### config.mk
export PLATFORM = sky130hd
export DESIGN_NAME = spse_ctrl
export DESIGN_NICKNAME = d
export VERILOG_FILES = /design/src/rtl/spse_pkg.sv /design/src/rtl/spse_ctrl.sv
export SDC_FILE = /design/constraint.sdc
export NUM_CORES = 1
export LEC_CHECK = 0
export BUFFER_PORTS_ARGS = -buffer_cell sky130_fd_sc_hd__buf_2
export CAP_MARGIN = 40
export CELL_PAD_IN_SITES_DETAIL_PLACEMENT = 0
export CELL_PAD_IN_SITES_GLOBAL_PLACEMENT = 1
export CORE_MARGIN = 4
export CORE_UTILIZATION = 32
export CTS_CLUSTER_SIZE = 20
export DETAILED_ROUTE_END_ITERATION = 7
export PLACE_DENSITY = 0.87
export SLEW_MARGIN = 15
export SYNTH_ARGS = -nofsm -noshare
export SYNTH_HDL_FRONTEND = slang
export SYNTH_SLANG_ARGS = --single-unit
### constraint.sdc
create_clock -name clk_i -period 2.3 [get_ports clk_i]
set_input_delay 0.115 -clock clk_i [delete_from_list [all_inputs] [get_ports clk_i]]
set_output_delay 0.115 -clock clk_i [all_outputs]
set_load 0.05 [all_outputs]
### src/rtl/spse_pkg.sv
// ----------------------------------------------------------------------------
// spse_pkg
// Shared types, codes and command/status structs for the sparse polynomial
// store and evaluator.
// ----------------------------------------------------------------------------
package spse_pkg;

  localparam int unsigned NumPolysDef = 8;
  localparam int unsigned MaxTermsDef = 16;

  typedef enum logic [1:0] {
    OP_CREATE = 2'd0,
    OP_ADD    = 2'd1,
    OP_EVAL   = 2'd2,
    OP_NONE   = 2'd3
  } op_e;

  typedef enum logic [1:0] {
    ST_OK         = 2'd0,
    ST_UNDEF      = 2'd1,
    ST_NAMES_FULL = 2'd2,
    ST_TERMS_FULL = 2'd3
  } status_e;

  typedef struct packed {
    logic [1:0]  operation;
    logic [7:0]  poly_name;
    logic [31:0] term_coef;
    logic [4:0]  term_expo;
    logic [31:0] eval_point;
  } in_item_t;

  typedef struct packed {
    logic [31:0] value;
    logic [1:0]  status;
  } out_item_t;

  // Controller -> datapath commands.
  typedef struct packed {
    logic load;        // capture input item, resolve name lookup
    logic create;      // apply create
    logic rd_issue;    // issue term memory read at scan index
    logic rd_prev;     // issue term memory read at scan index - 1
    logic scan_clr;    // clear scan index
    logic scan_top;    // load scan index with term count
    logic scan_inc;    // advance scan index
    logic scan_dec;    // step scan index down
    logic pow_start;   // begin power iteration on read data
    logic pow_step;    // one multiply of power iteration
    logic term_mul;    // coef * power
    logic acc_add;     // accumulate product
    logic pos_set;     // latch insertion position from scan index
    logic merge_wr;    // write merged coefficient at pos
    logic shift_wr;    // write read entry at scan index (insert)
    logic shift_dn;    // write read entry at scan index - 1 (remove)
    logic ins_wr;      // write new term at pos
    logic cnt_inc;
    logic cnt_dec;
    logic out_load;    // capture result
  } cmd_t;

  // Datapath -> controller status.
  typedef struct packed {
    logic       found;
    logic       free_avail;
    logic       scan_done;   // scan index reached count
    logic       scan_zero;   // scan index at pos (insert shift end)
    logic       rd_gt;       // read exponent greater than new exponent
    logic       rd_eq;       // read exponent equal
    logic       sum_zero;    // merged sum is zero
    logic       full;        // count at capacity
    logic       pow_done;
    logic       rm_done;     // removal shift reached end
  } stat_t;

endpackage

### src/rtl/spse_ctrl.sv
// ----------------------------------------------------------------------------
// spse_ctrl
// Sequencer for create, add and evaluate items. Drives the datapath by
// commands and follows its status flags.
// ----------------------------------------------------------------------------
module spse_ctrl (
  input  logic            clk_i,
  input  logic            rst_ni,
  input  logic            in_valid_i,
  output logic            in_ready_o,
  input  logic [1:0]      in_op_i,
  input  logic            out_valid_q_i,
  input  logic            out_ready_i,
  input  spse_pkg::stat_t stat_i,
  output spse_pkg::cmd_t  cmd_o,
  output logic [1:0]      res_status_o
);
  import spse_pkg::*;

  localparam logic [3:0] S_IDLE   = 4'd0;
  localparam logic [3:0] S_DISP   = 4'd1;
  localparam logic [3:0] S_A_RD   = 4'd2;
  localparam logic [3:0] S_A_CMP  = 4'd3;
  localparam logic [3:0] S_A_MRG  = 4'd4;
  localparam logic [3:0] S_R_RD   = 4'd5;
  localparam logic [3:0] S_R_WR   = 4'd6;
  localparam logic [3:0] S_I_RD   = 4'd7;
  localparam logic [3:0] S_I_WR   = 4'd8;
  localparam logic [3:0] S_E_RD   = 4'd9;
  localparam logic [3:0] S_E_POW  = 4'd10;
  localparam logic [3:0] S_E_MUL  = 4'd11;
  localparam logic [3:0] S_E_ACC  = 4'd12;
  localparam logic [3:0] S_DONE   = 4'd13;

  logic [3:0] state_q, state_d;
  logic [1:0] op_q, op_d;
  logic [1:0] st_q, st_d;

  assign in_ready_o   = (state_q == S_IDLE);
  assign res_status_o = st_q;

  always_ff @(posedge clk_i or negedge rst_ni) begin
    if (!rst_ni) begin
      state_q <= S_IDLE;
      op_q    <= OP_NONE;
      st_q    <= ST_OK;
    end else begin
      state_q <= state_d;
      op_q    <= op_d;
      st_q    <= st_d;
    end
  end

  always_comb begin
    state_d = state_q;
    op_d    = op_q;
    st_d    = st_q;
    cmd_o   = '0;
    unique case (state_q)
      S_IDLE: begin
        if (in_valid_i) begin
          cmd_o.load = 1'b1;
          op_d       = in_op_i;
          st_d       = ST_OK;
          state_d    = S_DISP;
        end
      end
      S_DISP: begin
        cmd_o.scan_clr = 1'b1;
        case (op_q)
          OP_CREATE: begin
            if (stat_i.found || stat_i.free_avail) begin
              cmd_o.create = 1'b1;
            end else begin
              st_d = ST_NAMES_FULL;
            end
            state_d = S_DONE;
          end
          OP_ADD: begin
            if (!stat_i.found) begin
              st_d    = ST_UNDEF;
              state_d = S_DONE;
            end else begin
              state_d = S_A_RD;
            end
          end
          OP_EVAL: begin
            if (!stat_i.found) begin
              st_d    = ST_UNDEF;
              state_d = S_DONE;
            end else begin
              state_d = S_E_RD;
            end
          end
          default: state_d = S_DONE;
        endcase
      end
      S_A_RD: begin
        if (stat_i.scan_done) begin
          cmd_o.pos_set = 1'b1;
          state_d       = S_A_MRG;
        end else begin
          cmd_o.rd_issue = 1'b1;
          state_d        = S_A_CMP;
        end
      end
      S_A_CMP: begin
        if (stat_i.rd_gt) begin
          cmd_o.scan_inc = 1'b1;
          state_d        = S_A_RD;
        end else begin
          cmd_o.pos_set = 1'b1;
          state_d       = S_A_MRG;
        end
      end
      S_A_MRG: begin
        // scan index equals pos; rd_eq valid only if pos < count
        if (!stat_i.scan_done && stat_i.rd_eq) begin
          cmd_o.merge_wr = 1'b1;
          if (stat_i.sum_zero) begin
            cmd_o.cnt_dec  = 1'b1;
            cmd_o.scan_inc = 1'b1;
            state_d        = S_R_RD;
          end else begin
            state_d = S_DONE;
          end
        end else if (stat_i.full) begin
          st_d    = ST_TERMS_FULL;
          state_d = S_DONE;
        end else begin
          cmd_o.scan_top = 1'b1;
          state_d        = S_I_RD;
        end
      end
      S_R_RD: begin
        if (stat_i.rm_done) begin
          state_d = S_DONE;
        end else begin
          cmd_o.rd_issue = 1'b1;
          state_d        = S_R_WR;
        end
      end
      S_R_WR: begin
        cmd_o.shift_dn = 1'b1;
        cmd_o.scan_inc = 1'b1;
        state_d        = S_R_RD;
      end
      S_I_RD: begin
        // walk down from count to pos, moving each term up one place
        if (stat_i.scan_zero) begin
          cmd_o.ins_wr  = 1'b1;
          cmd_o.cnt_inc = 1'b1;
          state_d       = S_DONE;
        end else begin
          cmd_o.rd_prev = 1'b1;
          state_d       = S_I_WR;
        end
      end
      S_I_WR: begin
        cmd_o.shift_wr = 1'b1;
        cmd_o.scan_dec = 1'b1;
        state_d        = S_I_RD;
      end
      S_E_RD: begin
        if (stat_i.scan_done) begin
          state_d = S_DONE;
        end else begin
          cmd_o.rd_issue = 1'b1;
          state_d        = S_E_POW;
        end
      end
      S_E_POW: begin
        cmd_o.pow_start = 1'b1;
        state_d         = S_E_MUL;
      end
      S_E_MUL: begin
        if (stat_i.pow_done) begin
          cmd_o.term_mul = 1'b1;
          state_d        = S_E_ACC;
        end else begin
          cmd_o.pow_step = 1'b1;
        end
      end
      S_E_ACC: begin
        cmd_o.acc_add  = 1'b1;
        cmd_o.scan_inc = 1'b1;
        state_d        = S_E_RD;
      end
      S_DONE: begin
        if (!out_valid_q_i || out_ready_i) begin
          cmd_o.out_load = 1'b1;
          state_d        = S_IDLE;
        end
      end
      default: state_d = S_IDLE;
    endcase
  end

endmodule

==> results.py <==
metrics = {
    "placement": {
        "dp_hpwl_mm": 2.19,
        "place_congestion": 0.871,
        "dpl.cell_count": 189,
        "io_buffers": 39,
        "dp_worst_setup_slack_ns": 0.354,
    },
    "clock_network": {
        "cts.clk_slew.worst_paths_ns": 0.05,
        "cts.path.max_buffers": 2,
        "cts_sinks": 8,
        "clk-insertion-delay-late_ns": 0.25,
        "htreeDepth": 1,
        "cts_root_buf": "clkbuf_4",
        "cts_tree": "built",
        "cts-buffers-inserted": 3,
    },
    "routing": {
        "vias": 1031,
        "wirelength_mm": 2.60,
        "drc": 0,
        "via_per_inst": 5.31,
        "ant_nets": 0,
        "wl_per_cell_um": 13.4,
        "drtPass1Iterations": 4,
        "drt_iter0_markers": 16,
    },
    "global_route": {
        "grt_max_degree": 18,
        "grt_pass1_vias": 944,
        "grt_usage_pct": 15.2,
        "grt-ovfl-total": 0,
        "grt_pass1_wl_mm": 4.26,
        "antenna_found_initial": 0,
    },
    "logic_synthesis": {
        "synth-edff-count": 0,
        "syn_area_um2": 908,
        "ys.flop_type": "dfrtp_1",
        "synthDistinctLibCells": 44,
        "yosysTopAreaCellShare_pct": 16.5,
        "ys_top_cells_by_area": "dfrtp_1, nand2_1, dfstp_2, nor2_1, o21ai_0",
        "syn_inst": 124,
        "synthesis.nets": 144,
        "yosysSeqAreaShare_pct": 22.3,
        "ys_ff_latch": 8,
        "ys_async_sr_fraction_pct": 100,
        "yosys.area.top_type": "dfrtp_1",
        "syn_area_per_cell_um2": 7.33,
        "ys_warn_count": 0,
    },
    "pwr": {
        "powerDensity_mw_per_mm2": 1490,
        "irDropWorstVdd_mv": 0.745,
        "p_leak_nw": 0.628,
    },
    "worst_setup_path": {
        "reg2reg_depth": 5,
        "cp_max_fo": 17,
        "crit_family": "flip-flops",
        "cp-end-kind": "output pin",
        "crit_cells": 6,
        "reg2reg_slack_ns": 0.32,
        "crit_buf_inv": 1,
        "crit_type": "reg -> out",
        "start_kind": "flip-flop",
        "crit_chain": "nor2_1, nand2_1, nor2_2, and2_1, a311o_2, buf_2",
        "crit_path_top_delay_cell": "dfrtp_1",
        "regToRegStartpoint": "state_q[0]",
        "crit_required_ns": 2.18,
        "slowest_delay_ns": 0.65,
        "reg2reg_to": "res_status_o[0]",
        "arrival_ns": 2.02,
    },
    "timing": {
        "finalSetupTns_ns": 0,
        "setup_violations": 0,
        "final.min_clock_period_ns": 2.13,
        "slew_headroom_pct": 67.0,
        "setup_ws_ns": 0.169,
        "min_period_over_period_pct": 92.6,
        "clock.fmax_mhz": 469,
        "tightest_slew_ns": 0.495,
        "hold_violations": 0,
        "clock_skew_ns": 0.00206,
        "rsz0062_at_grt": "false",
        "final_max_slew_viol_count": 0,
    },
    "job": {
        "maxCapViolations": 0,
    },
    "cells_and_area": {
        "area_growth_pct": 28.1,
        "nFillCells": 302,
        "fin_nets": 184,
        "drive_gt1_share_pct": 35.0,
        "seq_area_um2": 203,
        "multi_input_area_um2": 627,
        "stdcell_count": 194,
        "antenna-diode-count": 0,
        "utilization_pct": 42.6,
    },
    "floorplan": {
        "initial_core_util_pct": 33.2,
        "io_pins": 40,
        "core_mm2": 0.00273,
        "die_area_mm2": 0.00376,
        "die_h_um": 61.3,
        "num_rows": 19,
        "die_x_um": 61.3,
    },
    "min_path": {
        "hold_path_end": "op_q[0]",
        "hold_depth": 3,
        "hold_class": "in -> reg",
        "hold_start": "in_op_i[0]",
    },
    "outcome": {
        "status": "completed",
    },
}
-- final cells by class --
class / instances / area share, %
multi-input cells: 97 / 53.9
well taps: 31 / 3.33
repair buffers: 43 / 19.6
flip-flops and latches: 8 / 17.4
clock buffers: 4 / 2.26
inverters: 11 / 3.55
-- registers in the layout, summed over array words and instances, names as in the netlist --
| signal | cells |
|---|---|
| op_q | 2 |
| res_status_o | 2 |
| state_q | 4 |
-- report_power, final --
part | switching [mW] | leakage (nW) | internal (mW)
Clock | 0.0486 | 0.0150 | 0.0664
Combinational | 0.823 | 0.517 | 0.458
Sequential | 0.125 | 0.0964 | 0.219
Total | 0.996 | 0.628 | 0.744
-- layer usage --
layer / part of all wire [%] / GRT usage [%]
met4: 1.8 / 8.05
met1: 43 / 18.9
met5: 0 / 0
met3: 5.9 / 1.89
met2: 50 / 25.4
-- worst register-to-register path, cell delays in order (launching register included) --
cell,delay [ns]
dfrtp_1,0.65
nor2b_4,0.30
nand2_1,0.12
or3_1,0.32
nand4b_1,0.14
mux2_1,0.33
-- repair_timing --
action	CTS	global route
endpoints found under the hold margin	8	0
setup buffers	0	0
gates resized for setup	0	0
hold buffers	1	0
-- cells in the final DEF (no fill, tap or decap), types with 2 or more instances in the layout --
cell type and count:
buf_2 39, nand2_1 15, nor2_1 13, inv_1 9, o21ai_0 8, nand2b_1 6, nor3_1 6, dfrtp_1 6
nor2b_1 4, and2_1 3, ha_1 3, clkbuf_4 3, buf_4 3, inv_2 2, a22o_1 2, a22oi_1 2
or3_1 2, mux2i_1 2, mux2_1 2, nand4_1 2, o22ai_1 2, a21o_1 2, dfstp_2 2
-- cells by family after synthesis --
kind of cell / Yosys count / share of synthesized area, %
adders and majority gates: 3 / 4.13
buffers and inverters: 19 / 9.64
xor gates and xnor gates: 1 / 0.964
muxes: 4 / 4.68
DFF: 8 / 22.3
AOI/OAI and AO/OA: 30 / 24.8
and+or+nand+nor: 59 / 33.5
-- synthesized netlist by cell type, types with 2 or more instances --
library cell / number
and2_1: 3
nor3_1: 7
dfstp_2: 2
nor2b_1: 4
a22o_1: 2
nand2_1: 15
mux2_1: 2
or3_1: 2
ha_1: 3
dfrtp_1: 6
nand2b_1: 6
buf_4: 3
o21ai_0: 8
nor2_1: 14
inv_1: 9
a22oi_1: 2
inv_2: 2
mux2i_1: 2
buf_2: 4
nand4_1: 2
o22ai_1: 2
a21o_1: 2
-- through the flow --
step | instance area (µm²) | hold WS [ns] | power, mW
after global placement | 1130 | -0.0323 | 1.59
after floorplan | 917 | -0.181 | 1.35
after CTS | 1160 | 0.0611 | 1.75
after detailed placement | 1130 | -0.0319 | 1.62
final | 1160 | 0.0704 | 1.74
after global routing | 1160 | 0.0839 | 1.90
-- worst max path at each step --
stage	startpoint	to	slack, ns
detailed placement	state_q[0]	res_status_o[0]	0.35
finish	state_q[0]	cmd_o[13]	0.17
floorplan	state_q[3]	cmd_o[13]	-0.05
global placement	state_q[0]	res_status_o[1]	0.42
CTS	state_q[0]	cmd_o[13]	0.17
global route	state_q[0]	cmd_o[13]	0.05
(Power assumes the default switching activity.)
